[src/rtl/core/framed_csv_command_parser_unit_assert.svh]
// assertion macros shared by the parser modules
// both macros sample on clk and are held off while arst_n is low
`ifndef FRAMED_CSV_COMMAND_PARSER_UNIT_ASSERT_SVH
`define FRAMED_CSV_COMMAND_PARSER_UNIT_ASSERT_SVH
`ifndef NO_ASSERTIONS
`define ASSERT_CLK(lbl, prop, msg) \
	lbl: assert property (@(posedge clk) disable iff (!arst_n) prop) else $error(msg);
`define ASSERT_NEVER(lbl, cond, msg) \
	lbl: assert property (@(posedge clk) disable iff (!arst_n) !(cond)) else $error(msg);
`else
`define ASSERT_CLK(lbl, prop, msg)
`define ASSERT_NEVER(lbl, cond, msg)
`endif
`endif

[src/rtl/core/fcp_pkg.sv]
package fcp_pkg;

	// configuration register indexes
	localparam int unsigned CFG_IDX_W = 1;
	localparam logic [CFG_IDX_W-1:0] REG_START_MARKER = 1'b0;
	localparam logic [CFG_IDX_W-1:0] REG_END_MARKER   = 1'b1;

	localparam logic [7:0] START_MARKER_RST = 8'd60;
	localparam logic [7:0] END_MARKER_RST   = 8'd62;

	// number of value slots on the result
	localparam int unsigned NUM_VALUES = 6;

	// depth of the queue between front and back
	localparam int unsigned QUEUE_DEPTH = 2;

	// classified byte handed from front to back
	typedef struct packed {
		logic       is_end;
		logic       is_start;
		logic       is_comma;
		logic       is_blank;
		logic       is_sign;
		logic       is_minus;
		logic       is_digit;
		logic [3:0] digit;
		logic       is_move;
		logic       is_report;
	} cls_t;

endpackage

[src/rtl/core/fcp_front.sv]
module fcp_front (
	input  logic                          clk,
	input  logic                          arst_n,
	input  logic                          cfg_we,
	input  logic [fcp_pkg::CFG_IDX_W-1:0] cfg_index,
	input  logic [7:0]                    cfg_data,
	input  logic                          rx_valid,
	output logic                          rx_ready,
	input  logic [7:0]                    rx_byte,
	input  logic                          q_full,
	output logic                          q_push,
	output fcp_pkg::cls_t                 q_data
);
	import fcp_pkg::*;

	logic [7:0] start_marker_q;
	logic [7:0] end_marker_q;

	// marker registers
	always_ff @(posedge clk or negedge arst_n) begin
		if (!arst_n) begin
			start_marker_q <= START_MARKER_RST;
			end_marker_q   <= END_MARKER_RST;
		end else if (cfg_we) begin
			unique case (cfg_index)
				REG_START_MARKER: start_marker_q <= cfg_data;
				REG_END_MARKER:   end_marker_q   <= cfg_data;
				default: ;
			endcase
		end
	end

	// accept whenever the queue has room
	assign rx_ready = !q_full;
	assign q_push   = rx_valid && rx_ready;

	// byte classification
	always_comb begin
		q_data           = '0;
		q_data.is_end    = (rx_byte == end_marker_q);
		q_data.is_start  = (rx_byte == start_marker_q);
		q_data.is_comma  = (rx_byte == 8'h2C);
		q_data.is_blank  = (rx_byte == 8'h20) || (rx_byte >= 8'h09 && rx_byte <= 8'h0D);
		q_data.is_sign   = (rx_byte == 8'h2B) || (rx_byte == 8'h2D);
		q_data.is_minus  = (rx_byte == 8'h2D);
		q_data.is_digit  = (rx_byte >= 8'h30) && (rx_byte <= 8'h39);
		q_data.digit     = rx_byte[3:0];
		q_data.is_move   = (rx_byte == 8'h30);
		q_data.is_report = (rx_byte == 8'h31);
	end

endmodule

[src/rtl/core/fcp_queue.sv]
module fcp_queue (
	input  logic          clk,
	input  logic          arst_n,
	input  logic          push,
	input  fcp_pkg::cls_t push_data,
	output logic          full,
	input  logic          pop,
	output logic          q_valid,
	output fcp_pkg::cls_t q_data
);
	import fcp_pkg::*;
	`include "framed_csv_command_parser_unit_assert.svh"

	localparam int unsigned PTR_W = $clog2(QUEUE_DEPTH);
	localparam int unsigned CNT_W = $clog2(QUEUE_DEPTH + 1);
	localparam logic [CNT_W-1:0] CNT_FULL = CNT_W'(QUEUE_DEPTH);
	localparam logic [PTR_W-1:0] PTR_LAST = PTR_W'(QUEUE_DEPTH - 1);

	cls_t             entry_q [QUEUE_DEPTH];
	logic [PTR_W-1:0] wr_ptr_q;
	logic [PTR_W-1:0] rd_ptr_q;
	logic [CNT_W-1:0] count_q;

	assign full    = (count_q == CNT_FULL);
	assign q_valid = (count_q != '0);
	assign q_data  = entry_q[rd_ptr_q];

	// pointers and fill count
	always_ff @(posedge clk or negedge arst_n) begin
		if (!arst_n) begin
			wr_ptr_q <= '0;
			rd_ptr_q <= '0;
			count_q  <= '0;
		end else begin
			if (push)
				wr_ptr_q <= (wr_ptr_q == PTR_LAST) ? '0 : wr_ptr_q + 1'b1;
			if (pop)
				rd_ptr_q <= (rd_ptr_q == PTR_LAST) ? '0 : rd_ptr_q + 1'b1;
			if (push && !pop)
				count_q <= count_q + 1'b1;
			else if (pop && !push)
				count_q <= count_q - 1'b1;
		end
	end

	// entry storage
	always_ff @(posedge clk) begin
		if (push)
			entry_q[wr_ptr_q] <= push_data;
	end

	`ASSERT_NEVER(a_no_overfill, push && full, "queue written while full")
	`ASSERT_NEVER(a_no_underrun, pop && !q_valid, "queue read while empty")
	`ASSERT_CLK(a_count_up, (push && !pop) |=> (count_q == $past(count_q) + 1'b1), "count lost a push")

endmodule

[src/rtl/core/fcp_back.sv]
module fcp_back #(
	parameter int unsigned FRAME_LIMIT = 64,
	parameter int unsigned MAX_VALUES  = 6
) (
	input  logic               clk,
	input  logic               arst_n,
	input  logic               q_valid,
	input  fcp_pkg::cls_t      q_data,
	output logic               q_pop,
	output logic               res_valid,
	input  logic               res_ready,
	output logic               frame_kind,
	output logic [2:0]         value_count,
	output logic signed [15:0] value_0,
	output logic signed [15:0] value_1,
	output logic signed [15:0] value_2,
	output logic signed [15:0] value_3,
	output logic signed [15:0] value_4,
	output logic signed [15:0] value_5,
	output logic               truncated
);
	import fcp_pkg::*;
	`include "framed_csv_command_parser_unit_assert.svh"

	localparam int unsigned CNT_W = $clog2(FRAME_LIMIT);
	localparam logic [CNT_W-1:0] CNT_MAX = CNT_W'(FRAME_LIMIT - 1);
	localparam logic [2:0] TOK_MAX = 3'(MAX_VALUES);

	// frame kind codes
	localparam logic [1:0] KIND_NONE       = 2'd0;
	localparam logic [1:0] KIND_REPORT     = 2'd1;
	localparam logic [1:0] KIND_MOVE_FIRST = 2'd2;
	localparam logic [1:0] KIND_MOVE_ARGS  = 2'd3;

	// token phase codes
	localparam logic [1:0] PH_EMPTY = 2'd0;
	localparam logic [1:0] PH_BLANK = 2'd1;
	localparam logic [1:0] PH_NUM   = 2'd2;
	localparam logic [1:0] PH_END   = 2'd3;

	localparam logic [19:0] ACC_CLAMP = 20'd32768;

	logic             in_frame_q, in_frame_d;
	logic             await_q, await_d;
	logic [1:0]       kind_q, kind_d;
	logic [CNT_W-1:0] cc_q, cc_d;
	logic [2:0]       tn_q, tn_d;
	logic [1:0]       ph_q, ph_d;
	logic             neg_q, neg_d;
	logic [15:0]      acc_q, acc_d;
	logic             ovf_q, ovf_d;
	logic [15:0]      store_q [NUM_VALUES];
	logic             st_we;
	logic             st_clr;

	logic             close;
	logic             emit;
	logic             stall;
	logic             store_fin;
	logic [15:0]      sat;
	logic [19:0]      acc_ext;
	logic [19:0]      mac;
	logic [15:0]      mac_clamped;

	logic             res_valid_q;
	logic             kind_res_q;
	logic [2:0]       count_res_q;
	logic [15:0]      val_res_q [NUM_VALUES];
	logic             trunc_res_q;

	// frame close and result hand-off
	assign close = q_data.is_end && in_frame_q;
	assign emit  = close && !await_q && (kind_q != KIND_NONE);
	assign stall = emit && res_valid_q && !res_ready;
	assign q_pop = q_valid && !stall;

	// saturated value of the token in progress
	always_comb begin
		if (neg_q)
			sat = acc_q[15] ? 16'h8000 : 16'(~acc_q + 16'd1);
		else
			sat = acc_q[15] ? 16'h7FFF : acc_q;
	end

	assign store_fin = (kind_q == KIND_MOVE_ARGS) && (ph_q != PH_EMPTY) && (tn_q < TOK_MAX);

	// decimal accumulate, times ten by shift and add
	assign acc_ext     = 20'(acc_q);
	assign mac         = (acc_ext << 3) + (acc_ext << 1) + 20'(q_data.digit);
	assign mac_clamped = (mac > ACC_CLAMP) ? 16'h8000 : mac[15:0];

	// parser next state
	always_comb begin
		in_frame_d = in_frame_q;
		await_d    = await_q;
		kind_d     = kind_q;
		cc_d       = cc_q;
		tn_d       = tn_q;
		ph_d       = ph_q;
		neg_d      = neg_q;
		acc_d      = acc_q;
		ovf_d      = ovf_q;
		st_we      = 1'b0;
		st_clr     = 1'b0;
		if (q_pop) begin
			priority if (q_data.is_start) begin
				in_frame_d = 1'b1;
				await_d    = 1'b1;
				kind_d     = KIND_NONE;
				cc_d       = '0;
				tn_d       = '0;
				ph_d       = PH_EMPTY;
				neg_d      = 1'b0;
				acc_d      = '0;
				ovf_d      = 1'b0;
				st_clr     = 1'b1;
			end else if (close) begin
				in_frame_d = 1'b0;
			end else if (in_frame_q) begin
				if (cc_q >= CNT_MAX) begin
					ovf_d = 1'b1;
				end else begin
					cc_d = cc_q + 1'b1;
					if (await_q) begin
						await_d = 1'b0;
						kind_d  = q_data.is_move ? KIND_MOVE_FIRST :
						          q_data.is_report ? KIND_REPORT : KIND_NONE;
					end else if (kind_q[1]) begin
						if (q_data.is_comma) begin
							if (kind_q == KIND_MOVE_FIRST) begin
								kind_d = KIND_MOVE_ARGS;
							end else begin
								st_we = store_fin;
								tn_d  = store_fin ? tn_q + 1'b1 : tn_q;
								ph_d  = PH_EMPTY;
								neg_d = 1'b0;
								acc_d = '0;
							end
						end else if (kind_q == KIND_MOVE_ARGS) begin
							unique case (ph_q)
								PH_EMPTY, PH_BLANK: begin
									priority if (q_data.is_blank) begin
										ph_d = PH_BLANK;
									end else if (q_data.is_sign) begin
										neg_d = q_data.is_minus;
										ph_d  = PH_NUM;
									end else if (q_data.is_digit) begin
										acc_d = 16'(q_data.digit);
										ph_d  = PH_NUM;
									end else begin
										ph_d = PH_END;
									end
								end
								PH_NUM: begin
									if (q_data.is_digit)
										acc_d = mac_clamped;
									else
										ph_d = PH_END;
								end
								default: ;
							endcase
						end
					end
				end
			end else begin
				// bytes outside a frame are ignored
			end
		end
	end

	// parser control state
	always_ff @(posedge clk or negedge arst_n) begin
		if (!arst_n) begin
			in_frame_q <= 1'b0;
			await_q    <= 1'b0;
			kind_q     <= KIND_NONE;
			cc_q       <= '0;
			tn_q       <= '0;
			ph_q       <= PH_EMPTY;
			neg_q      <= 1'b0;
			acc_q      <= '0;
			ovf_q      <= 1'b0;
		end else begin
			in_frame_q <= in_frame_d;
			await_q    <= await_d;
			kind_q     <= kind_d;
			cc_q       <= cc_d;
			tn_q       <= tn_d;
			ph_q       <= ph_d;
			neg_q      <= neg_d;
			acc_q      <= acc_d;
			ovf_q      <= ovf_d;
		end
	end

	// value store, cleared when a frame opens
	always_ff @(posedge clk) begin
		for (int j = 0; j < NUM_VALUES; j++) begin
			if (st_clr)
				store_q[j] <= '0;
			else if (st_we && tn_q == 3'(j))
				store_q[j] <= sat;
		end
	end

	// output register valid
	always_ff @(posedge clk or negedge arst_n) begin
		if (!arst_n)
			res_valid_q <= 1'b0;
		else if (q_pop && emit)
			res_valid_q <= 1'b1;
		else if (res_ready)
			res_valid_q <= 1'b0;
	end

	// output register payload, last token folded in on close
	always_ff @(posedge clk) begin
		if (q_pop && emit) begin
			kind_res_q  <= (kind_q == KIND_REPORT);
			count_res_q <= kind_q[1] ? tn_q + 3'(store_fin) : 3'd0;
			trunc_res_q <= ovf_q;
			for (int j = 0; j < NUM_VALUES; j++)
				val_res_q[j] <= (store_fin && tn_q == 3'(j)) ? sat : store_q[j];
		end
	end

	assign res_valid   = res_valid_q;
	assign frame_kind  = kind_res_q;
	assign value_count = count_res_q;
	assign value_0     = val_res_q[0];
	assign value_1     = val_res_q[1];
	assign value_2     = val_res_q[2];
	assign value_3     = val_res_q[3];
	assign value_4     = val_res_q[4];
	assign value_5     = val_res_q[5];
	assign truncated   = trunc_res_q;

	`ASSERT_CLK(a_count_limit, res_valid |-> (value_count <= TOK_MAX), "value count above limit")
	`ASSERT_CLK(a_report_empty, (res_valid && frame_kind) |-> (value_count == 3'd0), "report with values")
	`ASSERT_NEVER(a_char_limit, cc_q > CNT_MAX, "character count past frame limit")
	`ASSERT_NEVER(a_kind_await, await_q && (kind_q != KIND_NONE), "kind set before first character")

endmodule

[src/rtl/core/framed_csv_command_parser_unit.sv]
// framed csv command parser
// rx channel: one byte per transaction on rx_byte with rx_valid and rx_ready.
// res channel: one transaction per closed move or report frame, carrying
// frame_kind, value_count, value_0 to value_5 and truncated.
// cfg port: cfg_we writes cfg_data to register cfg_index (0 start marker,
// 1 end marker); write only while the parser is idle.
// throughput: one byte per cycle while the parser is not stalled by a held result.
// result path: the end marker passes through the two-entry byte queue and
// then the output register before res_valid rises.
// reset: markers return to '<' and '>', no frame is open, queue and output
// register are emptied.
// stall: a held result blocks the parser only when the next closing frame
// has a result to give; the queue then fills and rx_ready drops after one
// further byte.
module framed_csv_command_parser_unit #(
	parameter int unsigned FRAME_LIMIT = 64,
	parameter int unsigned MAX_VALUES  = 6
) (
	input  logic                          clk,
	input  logic                          arst_n,
	input  logic                          cfg_we,
	input  logic [fcp_pkg::CFG_IDX_W-1:0] cfg_index,
	input  logic [7:0]                    cfg_data,
	input  logic                          rx_valid,
	output logic                          rx_ready,
	input  logic [7:0]                    rx_byte,
	output logic                          res_valid,
	input  logic                          res_ready,
	output logic                          frame_kind,
	output logic [2:0]                    value_count,
	output logic signed [15:0]            value_0,
	output logic signed [15:0]            value_1,
	output logic signed [15:0]            value_2,
	output logic signed [15:0]            value_3,
	output logic signed [15:0]            value_4,
	output logic signed [15:0]            value_5,
	output logic                          truncated
);
	import fcp_pkg::*;

	logic q_push;
	logic q_full;
	logic q_pop;
	logic q_valid;
	cls_t push_data;
	cls_t pop_data;

	// byte intake and classification
	fcp_front u_front (
		.clk       (clk),
		.arst_n    (arst_n),
		.cfg_we    (cfg_we),
		.cfg_index (cfg_index),
		.cfg_data  (cfg_data),
		.rx_valid  (rx_valid),
		.rx_ready  (rx_ready),
		.rx_byte   (rx_byte),
		.q_full    (q_full),
		.q_push    (q_push),
		.q_data    (push_data)
	);

	// decoupling queue
	fcp_queue u_queue (
		.clk       (clk),
		.arst_n    (arst_n),
		.push      (q_push),
		.push_data (push_data),
		.full      (q_full),
		.pop       (q_pop),
		.q_valid   (q_valid),
		.q_data    (pop_data)
	);

	// frame parser and output register
	fcp_back #(
		.FRAME_LIMIT (FRAME_LIMIT),
		.MAX_VALUES  (MAX_VALUES)
	) u_back (
		.clk         (clk),
		.arst_n      (arst_n),
		.q_valid     (q_valid),
		.q_data      (pop_data),
		.q_pop       (q_pop),
		.res_valid   (res_valid),
		.res_ready   (res_ready),
		.frame_kind  (frame_kind),
		.value_count (value_count),
		.value_0     (value_0),
		.value_1     (value_1),
		.value_2     (value_2),
		.value_3     (value_3),
		.value_4     (value_4),
		.value_5     (value_5),
		.truncated   (truncated)
	);

endmodule
[config.mk]
export PLATFORM = sky130hd
export DESIGN_NAME = framed_csv_command_parser_unit
export DESIGN_NICKNAME = d
export VERILOG_FILES = /design/src/rtl/core/fcp_pkg.sv /design/src/rtl/core/fcp_front.sv /design/src/rtl/core/fcp_queue.sv /design/src/rtl/core/fcp_back.sv /design/src/rtl/core/framed_csv_command_parser_unit.sv
export VERILOG_INCLUDE_DIRS = /design/src /design/src/rtl/core
export SDC_FILE = /design/constraint.sdc
export NUM_CORES = 1
export LEC_CHECK = 0
export BUFFER_PORTS_ARGS = -buffer_cell sky130_fd_sc_hd__buf_2
export CAP_MARGIN = 20
export CORE_ASPECT_RATIO = 2
export CORE_UTILIZATION = 40
export DETAILED_ROUTE_END_ITERATION = 7
export GPL_TIMING_DRIVEN = 0
export PLACE_DENSITY = 0.69
export SETUP_SLACK_MARGIN = 0.4
export SKIP_LAST_GASP = 1
export SLEW_MARGIN = 25
export SYNTH_ARGS = -nofsm -noshare
export SYNTH_HDL_FRONTEND = slang
export SYNTH_SLANG_ARGS = --single-unit
[constraint.sdc]
create_clock -name clk -period 29.8 [get_ports clk]
set_input_delay 4.47 -clock clk [delete_from_list [all_inputs] [get_ports clk]]
set_output_delay 4.47 -clock clk [all_outputs]
set_load 0.005 [all_outputs]
==> impl_metrics.csv <==
group,metric,value,unit
setup_path,cp_slowest_stage_delay,0.24,ns
run,drv_cap,0,
routing,wl_per_cell,17.6,um
placed_design,gp_congestion,0.887,
setup_path,r2r_start,"u_queue.rd_ptr_q",
worst_hold_path,worstHoldStart,"u_back.ovf_q",
synth,postSynthCellCount,1087,
layout,final_nets,1319,
synth,netlist_area,12800,um2
clock_network,cts_buffer_depth,3,
routing,ant_nets,0,
layout,drive_gt1_share,18.5,%
layout,nFillCells,2838,
clock_network,clkSlewWorstSetupHoldPaths,0.07,ns
layout,stdcell_count,1694,
power_and_ir_drop,peakVddDrop,0.0000506,V
timing,timing.slew.headroom,40.6,%
timing,grt_setup_unrepaired,"false",
clock_network,cts.hold.buffers_added,0,
routing,vias,8909,
routing,vias_per_cell,5.26,
timing,finClkSkew,0.0204,ns
routing,drc_errors,0,
layout,area_growth,16.4,%
synth,synth_area_leader_cell,"edfxtp_1",
power_and_ir_drop,leakage,0.00582,uW
global_routing,grt_pass1_wl,46000,um
setup_path,crit_fanout,8,
setup_path,critPathTopFamily,"buffers and inverters",
die,fp.dieW,128,um
worst_hold_path,min_path_type,"flop to flop",
synth,synth.area.top_cells,"edfxtp_1, dfrtp_1, o21ai_0",
global_routing,gr-total-overflow,0,
setup_path,crit_path_start,"res_ready",
routing,drt-total-wl,29800,um
setup_path,cp_slowest_cell,"nor4b_2",
clock_network,ctsResizeCount,0,
die,core,31400,um2
setup_path,path_depth,14,
clock_network,cts_tree,"built",
routing,first_iter_violations,521,
synth,yosys_warnings,0,
timing,slew_violations,0,
die,rows,92,
timing,whs,0.454,ns
timing,postLayoutSetupSlackWorst,22.86,ns
die,initial_core_util,40.6,%
power_and_ir_drop,power_density,77.1,nW/um2
timing,max_freq,0.144,GHz
worst_hold_path,hold_depth,0,
synth,syn_nets,1153,
timing,finalHoldViolCount,0,
setup_path,critical_path.cell_chain,"buf_2, nor2b_1, nor4b_2, buf_2, buf_4, buf_2, buf_2, buf_2, buf_2, buf_2, buf_2, buf_2, buf_4, buf_4",
timing,post-route-min-period,6.94,ns
die,die_area,32700,um2
synth,synthArstFlopShare,19.5,%
placed_design,detailed_place_hpwl,22500,um
setup_path,arrival,7.18,ns
die,die-height,255,um
timing,finalCritPeriodShare,23.3,%
timing,worst_pin_slew,0.892,ns
clock_network,postCtsSetupBuffers,0,
setup_path,end_kind,"flop",
global_routing,grt_pass1_vias,8910,
timing,finalSetupTns,0,ns
clock_network,clock_latency,0.55,ns
placed_design,dp.cells,1650,
synth,synth-edff-count,223,
global_routing,gr-usage-all-layers,18.4,%
synth,avgSynthCellArea,11.8,um2
synth,ys.flop_type,"edfxtp_1",
placed_design,detailedPlace.worstSlack,22.26,ns
routing,drt_first_pass_iters,5,
setup_path,crit_top_cell,"buf_2",
layout,diodes,0,
setup_path,reg2regPathDepth,15,
synth,yosysSeqAreaShare,63.1,%
synth,synth_top_area_share,52.4,%
placed_design,io_buffers,123,
setup_path,required,30.04,ns
setup_path,path_class,"input pin to flop",
status,outcome,"finished, final reports clean",
setup_path,cp-start-kind,"input pin",
clock_network,clock-sinks,277,
clock_network,clockRootBuffer,"clkbuf_16",
setup_path,critPathBufInv,12,
global_routing,antenna_found_initial,0,
timing,finalSetupViolCount,0,
clock_network,ctsHtreeMaxLevel,1,
global_routing,grt_max_degree,55,
die,ioPinCount,125,
synth,ys_seq_elements,277,
clock_network,numCtsBuffers,24,
synth,synth_cell_type_count,71,
power_and_ir_drop,total_power,1150,uW
[Yosys cell counts, drive strengths merged, types with 4 or more instances]
library cell and n:
xor2 11, nand3 15, or4 4, nor2b 6, clkbuf 53, ha 42
a32o 4, buf 7, and4 4, o21a 7, a211oi 6, mux2 23
nor2 143, a211o 4, dfrtp 45, and2 4, nor3 11, o211ai 4
o31ai 6, mux2i 7, dfstp 9, nand2 148, nand4 12, xnor2 32
nand2b 6, nor3b 4, a21oi 26, o21ai 131, a22o 8, inv 22
edfxtp 223, a21o 7
[through the flow]
step / utilization [%] / instance area (um2)
3_5_place_dp: 44.6 / 14000
5_1_grt: 47.3 / 14900
4_1_cts: 47.3 / 14900
2_1_floorplan: - / 12800
6_report: 47.3 / 14900
3_3_place_gp: 44.3 / 13900
[placed cells by master (no fill, tap or decap), types with 4 or more instances in the layout]
cell | netlist | final
and2_1 | 4 | 4
nand4_1 | 12 | 12
bufinv_16 | 0 | 5
xnor2_1 | 32 | 32
nand3_1 | 15 | 15
mux2i_1 | 7 | 7
nand2b_1 | 6 | 6
o21a_1 | 7 | 7
nand2_1 | 148 | 148
clkinv_2 | 0 | 5
dfrtp_1 | 45 | 45
buf_4 | 0 | 7
a32o_1 | 4 | 4
a211o_1 | 4 | 4
a21o_1 | 7 | 7
and4_1 | 4 | 4
nor3_1 | 11 | 11
nor2_1 | 143 | 142
dfstp_2 | 9 | 9
a22o_1 | 8 | 8
o31ai_1 | 6 | 6
a21oi_1 | 26 | 26
edfxtp_1 | 223 | 223
clkbuf_16 | 0 | 24
a211oi_1 | 5 | 5
mux2_2 | 23 | 23
xor2_1 | 11 | 11
buf_2 | 6 | 139
o21ai_1 | 7 | 7
nor2b_1 | 6 | 6
clkbuf_1 | 53 | 58
o21ai_0 | 121 | 121
inv_1 | 22 | 22
ha_1 | 42 | 42
[where the power goes]
part / internal (uW) / switching [uW]
sequential: 540 / 32.8
clock: 193 / 140
combinational: 81.6 / 159
[registers in the layout, summed over array words and instances, names as in the netlist, 2 cells and up]
name	cells
u_back.cc_q	6
u_back.value_count	3
u_queue.count_q	2
u_front.end_marker_q	8
u_back.tn_q	3
u_back.ph_q	2
u_back.store_q	96
u_back.acc_q	16
u_front.start_marker_q	8
u_back.val_res_q	96
u_queue.entry_q	26
u_back.kind_q	2
[kinds of logic after synthesis]
family | count (synthesis) | share of synthesized area [%]
multiplexers | 30 | 2.58
buffers and inverters | 84 | 2.53
flip-flops | 277 | 63.1
AND/OR/NAND/NOR | 375 | 13.0
AO/OA/AOI/OAI | 234 | 11.4
XOR/XNOR | 43 | 2.95
adder cells (fa/ha/maj) | 44 | 4.43
[layout make-up]
| cell class | count | area (um2) | share of cell area (%) |
|---|---|---|---|
| sequential | 277 | 8060 | 54.2 |
| clock buffer | 29 | 619 | 4.17 |
| multi-input combinational | 726 | 4400 | 29.6 |
| timing repair buffer | 140 | 718 | 4.83 |
| tap | 423 | 529 | 3.56 |
| buffer | 60 | 233 | 1.57 |
| inverter | 24 | 90.1 | 0.606 |
| clock inverter | 15 | 220 | 1.48 |
[final timing paths]
kind,to,slack (ns)
max in group asynchronous,u_back.acc_q[15],25.34
max reg2reg,u_back.acc_q[3],25.23
min in group asynchronous,u_front.start_marker_q[0],3.98
min reg2reg,u_back.truncated,0.45
max,u_back.val_res_q[5][9],22.86
min,u_back.truncated,0.45
[metal layers]
layer,track usage [%],vias up,wire [um]
li1,-,4263,-
met1,17.8,4321,10400
met2,36.2,244,16800
met3,2.20,81,1060
met4,10.9,0,1630
met5,0,-,0
Power figures use the tool's default switching activity.
